`config.mk`:
```
export PLATFORM = sky130hd
export DESIGN_NAME = animation_easing_progress
export DESIGN_NICKNAME = d
export VERILOG_FILES = /design/src/hdl/aep_pkg.sv /design/src/hdl/aep_div.sv /design/src/hdl/aep_mul.sv /design/src/hdl/animation_easing_progress.sv
export SDC_FILE = /design/constraint.sdc
export NUM_CORES = 1
export LEC_CHECK = 0
export BUFFER_PORTS_ARGS = -buffer_cell sky130_fd_sc_hd__buf_4
export CORE_MARGIN = 2
export CORE_UTILIZATION = 35
export DETAILED_ROUTE_END_ITERATION = 12
export PLACE_DENSITY = 0.6
export SETUP_SLACK_MARGIN = 0.3
export SYNTH_ARGS = -nofsm -noshare
export SYNTH_HDL_FRONTEND = slang
export SYNTH_SLANG_ARGS = --single-unit
```
`constraint.sdc`:
```
create_clock -name clk -period 7.28 [get_ports clk]
set_input_delay 0.364 -clock clk [delete_from_list [all_inputs] [get_ports clk]]
set_output_delay 0.364 -clock clk [all_outputs]
set_load 0.02 [all_outputs]
```
`src/hdl/aep_pkg.sv`:
```
// ----------------------------------------------------------------------------
// aep_pkg: shared types and constants for the easing progress block
// Fixed-point widths, register indexes, easing codes and FSM states.
// ----------------------------------------------------------------------------
`default_nettype none

package aep_pkg;

	localparam int FRAC_BITS = 16;

	localparam int TW  = 16;                 // time and duration width
	localparam int OW  = 17;                 // Q1.16 output width
	localparam int MDW = 3;                  // easing mode width
	localparam int CIW = 1;                  // config index width
	localparam int CDW = 16;                 // config data width

	localparam int VW  = FRAC_BITS + 1;      // eased value, up to ONE
	localparam int SW  = FRAC_BITS + 5;      // 22 * p
	localparam int MB  = FRAC_BITS + 3;      // squarer operand
	localparam int MD  = (MB + 1) / 2;       // radix-4 digits
	localparam int BW  = 2 * MD;
	localparam int PRW = 2 * MB;             // square width

	localparam int DCW = $clog2(FRAC_BITS + 1);
	localparam int MCW = $clog2(MD + 1);

	localparam logic [VW-1:0] ONE    = {1'b1, {FRAC_BITS{1'b0}}};
	localparam logic [VW-1:0] HALF   = ONE >> 1;
	localparam logic [VW-1:0] ADD_B2 = ONE - (ONE >> 2);
	localparam logic [VW-1:0] ADD_B3 = ONE - (ONE >> 4);
	localparam logic [VW-1:0] ADD_B4 = ONE - (ONE >> 6);

	localparam logic [SW-1:0] S8  = SW'(8) << FRAC_BITS;
	localparam logic [SW-1:0] S12 = SW'(12) << FRAC_BITS;
	localparam logic [SW-1:0] S16 = SW'(16) << FRAC_BITS;
	localparam logic [SW-1:0] S18 = SW'(18) << FRAC_BITS;
	localparam logic [SW-1:0] S20 = SW'(20) << FRAC_BITS;
	localparam logic [SW-1:0] S21 = SW'(21) << FRAC_BITS;

	localparam logic [PRW:0] BNC_RND = (PRW + 1)'(32) << FRAC_BITS;

	localparam logic [TW-1:0] DURATION_RST = TW'(1000);

	localparam logic [CIW-1:0] REG_DURATION = 1'd0;
	localparam logic [CIW-1:0] REG_MODE     = 1'd1;

	localparam logic [MDW-1:0] MODE_LINEAR = 3'd0;
	localparam logic [MDW-1:0] MODE_IN     = 3'd1;
	localparam logic [MDW-1:0] MODE_OUT    = 3'd2;
	localparam logic [MDW-1:0] MODE_INOUT  = 3'd3;
	localparam logic [MDW-1:0] MODE_BOUNCE = 3'd4;

	typedef struct packed {
		logic busy;
		logic done;
	} aep_sts_t;

	typedef enum logic [2:0] {
		ST_IDLE,
		ST_DIV,
		ST_PREP,
		ST_MUL,
		ST_CURVE,
		ST_EMIT
	} state_t;

endpackage

`default_nettype wire

```
`src/hdl/aep_div.sv`:
```
// ----------------------------------------------------------------------------
// aep_div: bit-serial progress divider
// Restoring division, one quotient bit per cycle: (num << FRAC_BITS) / den.
// ----------------------------------------------------------------------------
`default_nettype none

module aep_div
	import aep_pkg::*;
(
	input  wire logic                 clk,
	input  wire logic                 arst_n,
	input  wire logic                 start,
	input  wire logic [TW-1:0]        num,
	input  wire logic [TW-1:0]        den,
	output aep_sts_t                  sts,
	output logic      [FRAC_BITS-1:0] quo
);

	logic [TW-1:0]        rem_q;
	logic [TW-1:0]        den_q;
	logic [FRAC_BITS-1:0] quo_q;
	logic [DCW-1:0]       cnt_q;
	logic                 busy_q;
	logic                 done_q;
	logic [TW:0]          r2;
	logic [TW:0]          diff;
	logic                 ge;

	assign r2   = {rem_q, 1'b0};
	assign diff = r2 - {1'b0, den_q};
	assign ge   = (r2 >= {1'b0, den_q});

	always_ff @(posedge clk or negedge arst_n) begin
		if (!arst_n) begin
			busy_q <= 1'b0;
			done_q <= 1'b0;
			cnt_q  <= '0;
		end else begin
			done_q <= busy_q && (cnt_q == DCW'(1));
			if (start) begin
				busy_q <= 1'b1;
				cnt_q  <= DCW'(FRAC_BITS);
			end else if (busy_q) begin
				cnt_q <= cnt_q - DCW'(1);
				if (cnt_q == DCW'(1))
					busy_q <= 1'b0;
			end
		end
	end

	always_ff @(posedge clk) begin
		if (start) begin
			rem_q <= num;
			den_q <= den;
		end else if (busy_q) begin
			rem_q <= ge ? diff[TW-1:0] : r2[TW-1:0];
			quo_q <= {quo_q[FRAC_BITS-2:0], ge};
		end
	end

	assign sts.busy = busy_q;
	assign sts.done = done_q;
	assign quo      = quo_q;

endmodule

`default_nettype wire

```
`src/hdl/aep_mul.sv`:
```
// ----------------------------------------------------------------------------
// aep_mul: digit-serial squarer
// Radix-4 shift-add, two multiplier bits per cycle, most significant first.
// ----------------------------------------------------------------------------
`default_nettype none

module aep_mul
	import aep_pkg::*;
(
	input  wire logic           clk,
	input  wire logic           arst_n,
	input  wire logic           start,
	input  wire logic [MB-1:0]  opnd,
	output aep_sts_t            sts,
	output logic      [PRW-1:0] prod
);

	logic [MB-1:0]  a_q;
	logic [BW-1:0]  b_q;
	logic [PRW-1:0] acc_q;
	logic [MCW-1:0] cnt_q;
	logic           busy_q;
	logic           done_q;
	logic [1:0]     dig;
	logic [MB+1:0]  pp;

	assign dig = b_q[BW-1 -: 2];
	assign pp  = (dig[0] ? {2'b00, a_q} : '0) + (dig[1] ? {1'b0, a_q, 1'b0} : '0);

	always_ff @(posedge clk or negedge arst_n) begin
		if (!arst_n) begin
			busy_q <= 1'b0;
			done_q <= 1'b0;
			cnt_q  <= '0;
		end else begin
			done_q <= busy_q && (cnt_q == MCW'(1));
			if (start) begin
				busy_q <= 1'b1;
				cnt_q  <= MCW'(MD);
			end else if (busy_q) begin
				cnt_q <= cnt_q - MCW'(1);
				if (cnt_q == MCW'(1))
					busy_q <= 1'b0;
			end
		end
	end

	always_ff @(posedge clk) begin
		if (start) begin
			a_q   <= opnd;
			b_q   <= BW'(opnd);
			acc_q <= '0;
		end else if (busy_q) begin
			acc_q <= {acc_q[PRW-3:0], 2'b00} + PRW'(pp);
			b_q   <= {b_q[BW-3:0], 2'b00};
		end
	end

	assign sts.busy = busy_q;
	assign sts.done = done_q;
	assign prod     = acc_q;

endmodule

`default_nettype wire

```
`src/hdl/animation_easing_progress.sv`:
```
// ----------------------------------------------------------------------------
// animation_easing_progress: eased animation progress per timer tick
//
// Input channel (in_valid/in_stall) carries elapsed_ms for one tick. Output
// channel (out_valid/out_stall) returns eased_progress in Q1.16 and done_res.
// Config: cfg_we writes cfg_wdata to register cfg_index (0 duration_ms,
// 1 easing_mode); write only while no transaction is in flight.
//
// A normal tick runs the bit-serial divider, a prep step, the radix-4
// squarer, a curve step and the output step (ST_DIV, ST_PREP, ST_MUL,
// ST_CURVE, ST_EMIT) from accept to out_valid. A tick that reaches the
// duration skips to the output step and returns 1.0 with done_res set;
// ticks after that give no transaction until reset. One tick is in work
// at a time: the next tick is not taken until the current one leaves the
// output step; the divider and squarer loops take the most time.
// in_stall is low only while idle. A result held by out_stall does not block
// acceptance of the next tick, which waits for the output register only at
// its own end. Reset restores duration 1000 ms, linear mode, not finished.
// ----------------------------------------------------------------------------
`default_nettype none

module animation_easing_progress
	import aep_pkg::*;
(
	input  wire logic           clk,
	input  wire logic           arst_n,
	input  wire logic           cfg_we,
	input  wire logic [CIW-1:0] cfg_index,
	input  wire logic [CDW-1:0] cfg_wdata,
	input  wire logic           in_valid,
	output logic                in_stall,
	input  wire logic [TW-1:0]  elapsed_ms,
	output logic                out_valid,
	input  wire logic           out_stall,
	output logic      [OW-1:0]  eased_progress,
	output logic                done_res
);

	state_t         state_q, state_d;
	logic [TW-1:0]  duration_q;
	logic [MDW-1:0] mode_q;
	logic           fin_q;
	logic           rdone_q;
	logic [VW-1:0]  v_q;
	logic [VW-1:0]  add_q;
	logic           out_valid_q;
	logic [OW-1:0]  out_val_q;
	logic           out_done_q;

	logic           in_acc;
	logic           reach;
	logic           div_start, mul_start;
	logic           ld_fin, ld_curve, ld_out;
	aep_sts_t       div_sts, mul_sts;
	logic [FRAC_BITS-1:0] p;
	logic [PRW-1:0] prod;

	logic [VW-1:0]  pe, q;
	logic [SW-1:0]  s, cs, w;
	logic [VW-1:0]  add_d;
	logic [MB-1:0]  opnd;

	logic [PRW:0]   sum1, sum4;
	logic [PRW+1:0] sum3;
	logic [VW-1:0]  t1, t3, t4;
	logic [VW:0]    v4;
	logic [VW-1:0]  v_d;
	logic [VW+TW:0] qsum;

	assign in_acc = in_valid && !in_stall;
	assign reach  = (elapsed_ms >= duration_q);

	always_ff @(posedge clk or negedge arst_n) begin
		if (!arst_n) begin
			duration_q <= DURATION_RST;
			mode_q     <= MODE_LINEAR;
		end else if (cfg_we) begin
			unique case (cfg_index)
				REG_DURATION: duration_q <= cfg_wdata[TW-1:0];
				REG_MODE:     mode_q     <= cfg_wdata[MDW-1:0];
				default:      ;
			endcase
		end
	end

	aep_div u_div (
		.clk    (clk),
		.arst_n (arst_n),
		.start  (div_start),
		.num    (elapsed_ms),
		.den    (duration_q),
		.sts    (div_sts),
		.quo    (p)
	);

	// operand for the squarer, bounce segment offset
	assign pe = {1'b0, p};
	assign q  = ONE - pe;
	assign s  = (SW'(p) << 4) + (SW'(p) << 2) + (SW'(p) << 1);

	always_comb begin
		if (s < S8) begin
			cs    = '0;
			add_d = '0;
		end else if (s < S16) begin
			cs    = S12;
			add_d = ADD_B2;
		end else if (s < S20) begin
			cs    = S18;
			add_d = ADD_B3;
		end else begin
			cs    = S21;
			add_d = ADD_B4;
		end
		w = (s >= cs) ? s - cs : cs - s;
	end

	always_comb begin
		case (mode_q)
			MODE_OUT:    opnd = MB'(q);
			MODE_INOUT:  opnd = (pe < HALF) ? MB'(pe) : MB'(q);
			MODE_BOUNCE: opnd = w[MB-1:0];
			default:     opnd = MB'(pe);
		endcase
	end

	aep_mul u_mul (
		.clk    (clk),
		.arst_n (arst_n),
		.start  (mul_start),
		.opnd   (opnd),
		.sts    (mul_sts),
		.prod   (prod)
	);

	// curve from the square
	assign sum1 = {1'b0, prod} + (PRW + 1)'(HALF);
	assign sum3 = {1'b0, prod, 1'b0} + (PRW + 2)'(HALF);
	assign sum4 = {1'b0, prod} + BNC_RND;
	assign t1   = sum1[FRAC_BITS +: VW];
	assign t3   = sum3[FRAC_BITS +: VW];
	assign t4   = sum4[FRAC_BITS + 6 +: VW];
	assign v4   = {1'b0, t4} + {1'b0, add_q};

	always_comb begin
		case (mode_q)
			MODE_IN:     v_d = t1;
			MODE_OUT:    v_d = ONE - t1;
			MODE_INOUT:  v_d = (pe < HALF) ? t3 : ONE - t3;
			MODE_BOUNCE: v_d = (v4 > {1'b0, ONE}) ? ONE : v4[VW-1:0];
			default:     v_d = pe;
		endcase
	end

	assign qsum = {1'b0, v_q, {TW{1'b0}}} + (VW + TW + 1)'(HALF);

	always_ff @(posedge clk or negedge arst_n) begin
		if (!arst_n)
			state_q <= ST_IDLE;
		else
			state_q <= state_d;
	end

	always_comb begin
		state_d   = state_q;
		in_stall  = 1'b1;
		div_start = 1'b0;
		mul_start = 1'b0;
		ld_fin    = 1'b0;
		ld_curve  = 1'b0;
		ld_out    = 1'b0;
		unique case (state_q)
			ST_IDLE: begin
				in_stall = 1'b0;
				if (in_acc && !fin_q) begin
					if (reach) begin
						ld_fin  = 1'b1;
						state_d = ST_EMIT;
					end else begin
						div_start = 1'b1;
						state_d   = ST_DIV;
					end
				end
			end
			ST_DIV: begin
				if (div_sts.done)
					state_d = ST_PREP;
			end
			ST_PREP: begin
				mul_start = 1'b1;
				state_d   = ST_MUL;
			end
			ST_MUL: begin
				if (mul_sts.done)
					state_d = ST_CURVE;
			end
			ST_CURVE: begin
				ld_curve = 1'b1;
				state_d  = ST_EMIT;
			end
			ST_EMIT: begin
				if (!out_valid_q || !out_stall) begin
					ld_out  = 1'b1;
					state_d = ST_IDLE;
				end
			end
			default: state_d = ST_IDLE;
		endcase
	end

	always_ff @(posedge clk or negedge arst_n) begin
		if (!arst_n) begin
			fin_q       <= 1'b0;
			out_valid_q <= 1'b0;
		end else begin
			if (ld_fin)
				fin_q <= 1'b1;
			if (ld_out)
				out_valid_q <= 1'b1;
			else if (!out_stall)
				out_valid_q <= 1'b0;
		end
	end

	always_ff @(posedge clk) begin
		if (ld_fin) begin
			v_q     <= ONE;
			rdone_q <= 1'b1;
		end else if (ld_curve) begin
			v_q     <= v_d;
			rdone_q <= 1'b0;
		end
		if (mul_start)
			add_q <= add_d;
		if (ld_out) begin
			out_val_q  <= qsum[FRAC_BITS +: OW];
			out_done_q <= rdone_q;
		end
	end

	assign out_valid      = out_valid_q;
	assign eased_progress = out_val_q;
	assign done_res       = out_done_q;

`ifndef SYNTHESIS
	a_done_is_one: assert property (@(posedge clk) disable iff (!arst_n)
		out_valid && done_res |-> eased_progress == OW'(65536))
		else $error("done transaction without full progress");

	a_range: assert property (@(posedge clk) disable iff (!arst_n)
		out_valid |-> eased_progress <= OW'(65536))
		else $error("eased progress above one");

	a_fin_sticky: assert property (@(posedge clk) disable iff (!arst_n)
		fin_q |=> fin_q)
		else $error("finished flag cleared without reset");

	a_done_sets_fin: assert property (@(posedge clk) disable iff (!arst_n)
		out_valid && !out_stall && done_res |-> fin_q)
		else $error("done transaction while not finished");

	a_idle_units: assert property (@(posedge clk) disable iff (!arst_n)
		state_q == ST_IDLE |-> !div_sts.busy && !mul_sts.busy)
		else $error("serial unit busy while idle");
`endif

endmodule

`default_nettype wire

```
# == Word level (Yosys, flattened, before mapping) ==
# Index checks and enable logic that the tools add are counted.
# word_totals
ff_bits,215
latch_bits,0
ramBits,0
rom_bits,0
inputBits,38
out_inout_bits,20
wordCells,129
mem_count,0
# op_classes
addsub,17
mul,0
div,0
order_cmp,8
eq_ne,16
n_shift,0
mux,46
n_bitwise,2
n_reduce_logical,16
# op_table
cell,count
"33-bit by 16-bit adder with 33-bit output, second input constant",3
19-bit 2-to-1 mux,5
17-bit case mux with 4 select lines,1
19-bit case mux with 3 select lines,1
17-bit 2-to-1 mux,3
16-bit 2-to-1 mux,3
"21-bit < comparator, second input constant",2
21-bit 2-to-1 mux,2
"38-bit by 22-bit adder with 39-bit output, second input constant",1
38-bit by 21-bit adder with 38-bit output,1
19-bit subtractor,2
"17-bit subtractor, first input constant",2
20-bit by 18-bit adder with 21-bit output,1
21-bit by 17-bit adder with 21-bit output,1
21-bit adder,1
21-bit >= comparator,1
"21-bit by 20-bit < comparator with 1-bit output, second input constant",1
20-bit 2-to-1 mux,1
1-bit 2-to-1 mux,19
17-bit by 17-bit adder with 18-bit output,1
"18-bit by 17-bit > comparator with 1-bit output, second input constant",1
3-bit case mux with 6 select lines,1
17-bit by 16-bit >= comparator with 1-bit output,1
"17-bit by 16-bit subtractor with 17-bit output, first input constant",1
25 further kinds,49

# == Logic depth before layout (Yosys ltp) ==
# depth
ltp_word,10
ltp_mapped,25
ltp_nobuf,24

# == By module ==
# A second synthesis with hierarchy kept.
# unflattened
cells_unflattened,1856
area_unflattened_um2,16375.7
# by_module_without_submodules
module,instances,cells_each,area_each_um2,seq_area_each_um2
animation_easing_progress,1,987,7773.7,1599.0
aep_mul,1,595,5534.1,2072.0
aep_div,1,274,3067.9,1616.6

# == Worst setup path before layout ==
# No wires, ideal clock.
# synth_path
path_type,flip-flop to flip-flop
startpoint,register u_div.quo_q[0] (netlist: u_div.quo[0])
endpoint,register u_mul.b_q[7] (data pin)
setup_ns,0.260
arrival_ns,4.897
t_required_ns,7.020
slack_ns,2.123
path_stages_with_launch,21
path_buffers,0
synth_period_minus_slack_ns,5.157
cell_sequence,edfxtp_1 > inv_1 > fa_1 > inv_1 > ha_1 > a21o_1 > a21oi_1 > o21ai_0 > o31ai_1 > a22o_1 > xnor2_1 > nor4_1 > inv_1 > ha_1 > nand3_1 > a2111oi_0 > nand4_2 > nand3_1 > xnor2_1 > a21bo_1 > mux2_2
# synth_between
elab_chain_len,10
elab_cells_between_ends,17
classes_between,5 x add/sub; 5 x order compare; 7 x mux
# synth_rtl
item,line,source
start: declaration,aep_div.sv:21,logic [FRAC_BITS-1:0] quo_q;
start signal: assignment,aep_div.sv:57,"quo_q <= {quo_q[FRAC_BITS-2:0], ge};"
20-bit by 18-bit adder with 21-bit output,animation_easing_progress.sv:99,assign s = (SW'(p) << 4) + (SW'(p) << 2) + (SW'(p) << 1);
21-bit by 17-bit adder with 21-bit output,animation_easing_progress.sv:99,
21-bit < comparator,animation_easing_progress.sv:108,end else if (s < S20) begin
19-bit 2-to-1 mux,animation_easing_progress.sv:108,
21-bit 2-to-1 mux,animation_easing_progress.sv:105,end else if (s < S16) begin
21-bit 2-to-1 mux,animation_easing_progress.sv:102,if (s < S8) begin
21-bit >= comparator,animation_easing_progress.sv:115,w = (s >= cs) ? s - cs : cs - s;
19-bit 2-to-1 mux,animation_easing_progress.sv:115,
19-bit case mux with 3 select lines (*),animation_easing_progress.sv:119,case (mode_q)
via opnd[7],animation_easing_progress.sv:61,logic [MB-1:0] opnd;
19-bit 2-to-1 mux (*),aep_mul.sv:49,if (start) begin
end signal: assignment,aep_mul.sv:51,b_q <= BW'(opnd);
end signal: assignment,aep_mul.sv:55,"b_q <= {b_q[BW-3:0], 2'b00};"
end: declaration,aep_mul.sv:19,logic [BW-1:0] b_q;
# The timed path passes the listed nets; every way through them passes the cells marked *.
# A chain may end at the register's enable or synchronous reset.

# == Worst setup path after layout ==
# layout_path
startpoint,register u_div.quo_q[6] (netlist: u_div.quo[6])
endpoint,register u_mul.b_q[17] (data pin)
# layout_between
elab_chain_len,10
elab_cells_between_ends,14
classes_between,4 x add/sub; 4 x order compare; 6 x mux
# layout_rtl
item,line
20-bit by 18-bit adder with 21-bit output,animation_easing_progress.sv:99
21-bit by 17-bit adder with 21-bit output (*),animation_easing_progress.sv:99
21-bit < comparator,animation_easing_progress.sv:108
19-bit 2-to-1 mux,animation_easing_progress.sv:108
21-bit 2-to-1 mux,animation_easing_progress.sv:105
21-bit 2-to-1 mux,animation_easing_progress.sv:102
19-bit subtractor or 21-bit >= comparator (tied branches),animation_easing_progress.sv:115
19-bit 2-to-1 mux (*),animation_easing_progress.sv:115
19-bit case mux with 3 select lines (*),animation_easing_progress.sv:119
via opnd[17],animation_easing_progress.sv:61
19-bit 2-to-1 mux (*),aep_mul.sv:49
# Marked as above.

==> out/metrics.csv <==
stage;metric;value;unit
run_status;status;complete, no violations;
die;Die ar.;45500;um2
worst_setup_path;Crit path required time;7.57;ns
die;row count;76;
sta;worst slew pin tran;1.06;ns
worst_setup_path;critical path class;reg2reg;
die;Starting Density;35.5;%
synth;synth warn;0;
placed_design;post-placement cell count;2328;
worst_setup_path;CP Max Fanout;13;
drt;WL/cell;17.5;um
synth;top cell type's share of synthesized area;20.9;%
synth;Post-synth top cells;161 x nor2_1, 140 x nand2_1, 136 x o21ai_0, 126 x a21oi_1, 111 x ha_1;
synth;ys async rst share;18.4;%
drt;routed via count;12800;
sta;Final Hold Fails;0;
global_route;first-pass GRT wire length;66.0;mm
drt;Initial DRC Count;955;
worst_setup_path;worst stage delay on the critical path;0.61;ns
synth;Top FF cell, synth;edfxtp_1;
placed_design;Final Wtd Congestion;0.939;
global_route;vias in the first global route;12200;
sta;setup TNS;0;ns
cells_and_area;ant diodes;0;
drt;residual DRC count;0;
sta;Fmax;0.162;GHz
worst_setup_path;Setup crit end kind;flip-flop;
cts;H-tree depth;1;
min_path;min-delay worst type;in2reg;
placed_design;DP HPWL;30.8;mm
synth;largest area contributor in the netlist;edfxtp_1;
worst_setup_path;CP arrival;6.45;ns
cts;clock sink count;201;
synth;Synth cell types;93;
placed_design;IO Port Bufs;57;
cts;CTS tree;built;
global_route;global-route usage over all layers;18.2;%
worst_setup_path;Max stage delay cell, worst path;edfxtp_1;
synth;Post-Syn Area per Cell;8.77;um2
cts;clock latency on the worst-skew pair;0.55;ns
cts;TritonCTS Buffers;25;
drt;TritonRoute pass-1 iters;8;
synth;top cells by area, synth;edfxtp_1 21%, ha_1 9.1%, dfxtp_1 7.4%, xnor2_1 6.1%, dfrtp_1 5.1%;
sta;Fin Clk Skew;0.0347;ns
sta;Final Max Tran Viols;0;
synth;Mapped Cells;1750;
synth;sequential area share after synthesis;34.5;%
sta;Final min period;6.16;ns
job;number of max-cap violations;0;
worst_setup_path;crit path cell chain;fa_1 > ha_1 > and4_1 > nand3_1 > o21ai_0 > o31ai_1 > a221oi_1 > nor2_1 > nor4_1 > inv_1 > ha_1 > nand3_1 > a2111oi_0 > nand4_2 > nand2_2 > nand2_1 > o211a_1 > mux2_2;
die;die height;213;um
die;chip width;213;um
global_route;initial antenna violation count;0;
global_route;grt total ovfl;0;
cells_and_area;fraction of layout cells with a size suffix above 1;9.33;%
sta;Final setup viols;0;
cells_and_area;Layout Cells excl Fill;2374;
cts;CTS clock-pin slew for the worst setup and hold paths;0.06;ns
die;core area;43200;um2
sta;final period utilization;84.6;%
global_route;largest net degree at the start of global routing;65;
synth;Post-Syn Nets;1918;
worst_setup_path;CP startpoint kind;flip-flop;
cts;post-CTS setup buffer count;0;
synth;count leader, synth;nor2_1;
sta;Max transition margin;29.2;%
cells_and_area;nets;1939;
synth;synthesized flop and latch total;201;
synth;number of synthesized flops with an enable pin;107;
drt;Routed WL;41.6;mm
cts;root buffer cell;clkbuf_16;
cts;Clock Path Buffers;3;
drt;Detail Route Antenna Nets;0;
placed_design;Post-Place Setup Slack;1.18;ns
cells_and_area;Layout area overhead;11.6;%
die;num ports;58;
sta;final setup margin;1.12;ns
drt;number of vias per cell;5.40;
sta;RSZ-0062 raised after global routing;false;
synth;synthesized cell area;15300;um2
final cells by class:
type	instances	area, um2
Fill cell	4363	26000
Multi-Input combinational cell	1378	9390
Sequential cell	201	5290
Tap cell	585	732
Clock buffer	35	683
Timing Repair Buffer	76	573
Inverter	89	334
Clock inverter	10	123
path summary, 6_finish.rpt:
kind                               startpoint                 to  slack, ns  cells past startpoint
min in group asynchronous              arst_n      duration_q[1]       0.36                      2
max in group asynchronous              arst_n       u_mul.busy_q       6.55                      2
worst min-delay path            cfg_wdata[10]     duration_q[10]       0.04                      3
worst max register to register   u_div.quo[6]      u_mul.b_q[17]       1.12                     18
worst max-delay path             u_div.quo[6]      u_mul.b_q[17]       1.12                     18
worst min register to register         v_q[1]  eased_progress[1]       0.43                      0
through the flow:
stage               instance area, um2  hold slack, ns  util [%]
floorplan                        15300          0.0684         -
global placement                 16300           0.375      37.8
detailed placement               16300           0.375      37.8
CTS                              17100          0.0134      39.7
global route                     17100          0.0350      39.7
finish                           17100          0.0412      39.7
sequential cells by signal (all words and copies together), names as in the netlist, 17 cells and up:
name            cells
eased_progress     17
u_mul.b_q          20
v_q                17
u_mul.a_q          19
u_mul.prod         38
repair_timing:
action	CTS	global route
hold buffers	1	0
resized for setup	0	0
hold endpoints to repair	31	0
layer usage:
metal	GRT usage [%]	vias to the layer above	share of wire (%)
met2	28.5	369	43
met5	0	-	0
met3	2.74	58	6.0
met4	4.79	0	2.5
li1	-	6304	-
met1	26.2	6088	48
logic make-up (layout without fill, tap and decap cells):
family          Yosys count  in the layout  synth area share [%]
flops                   201            201                  34.5
compound gates          446            446                  18.1
xor+xnor                163            163                  9.30
buf+inv                 171            210                  4.37
simple gates            591            591                  19.0
fa+ha+maj               130            130                  11.5
mux                      48             48                  3.25
worst max-delay path, delay by kind of cell (launching register included):
kind | cells | cell delay [ns]
multiplexers | 1 | 0.26
adder cells (fa/ha/maj) | 3 | 1.34
flip-flops | 1 | 0.61
AO/OA/AOI/OAI | 5 | 1.64
AND/OR/NAND/NOR | 8 | 1.94
buffers and inverters | 1 | 0.10
layout by cell type (no fill, tap or decap), drive strengths merged, types with 9 or more instances in the layout:
master / Yosys / layout
or2: 11 / 11
a21oi: 129 / 129
xor2: 57 / 57
nand2: 141 / 141
and3: 12 / 12
nor4: 15 / 15
buf: 17 / 75
nor2: 161 / 161
o21bai: 9 / 9
edfxtp: 107 / 107
a31oi: 13 / 13
mux2: 14 / 14
o31ai: 9 / 9
nand2b: 22 / 22
nor3: 47 / 47
dfxtp: 57 / 57
o21ai: 139 / 139
o21a: 15 / 15
nand3: 45 / 45
nor2b: 15 / 15
o211ai: 13 / 13
ha: 111 / 111
or3: 28 / 28
a211oi: 14 / 14
dfrtp: 31 / 31
inv: 87 / 87
nand4: 20 / 20
clkbuf: 65 / 35
xnor2: 106 / 106
and2: 49 / 49
fa: 19 / 19
mux2i: 34 / 34
a21o: 29 / 29
Power is left out: the tool's default activity adds up to more than one toggle a clock period on the data nets, which glitch-free logic cannot reach.
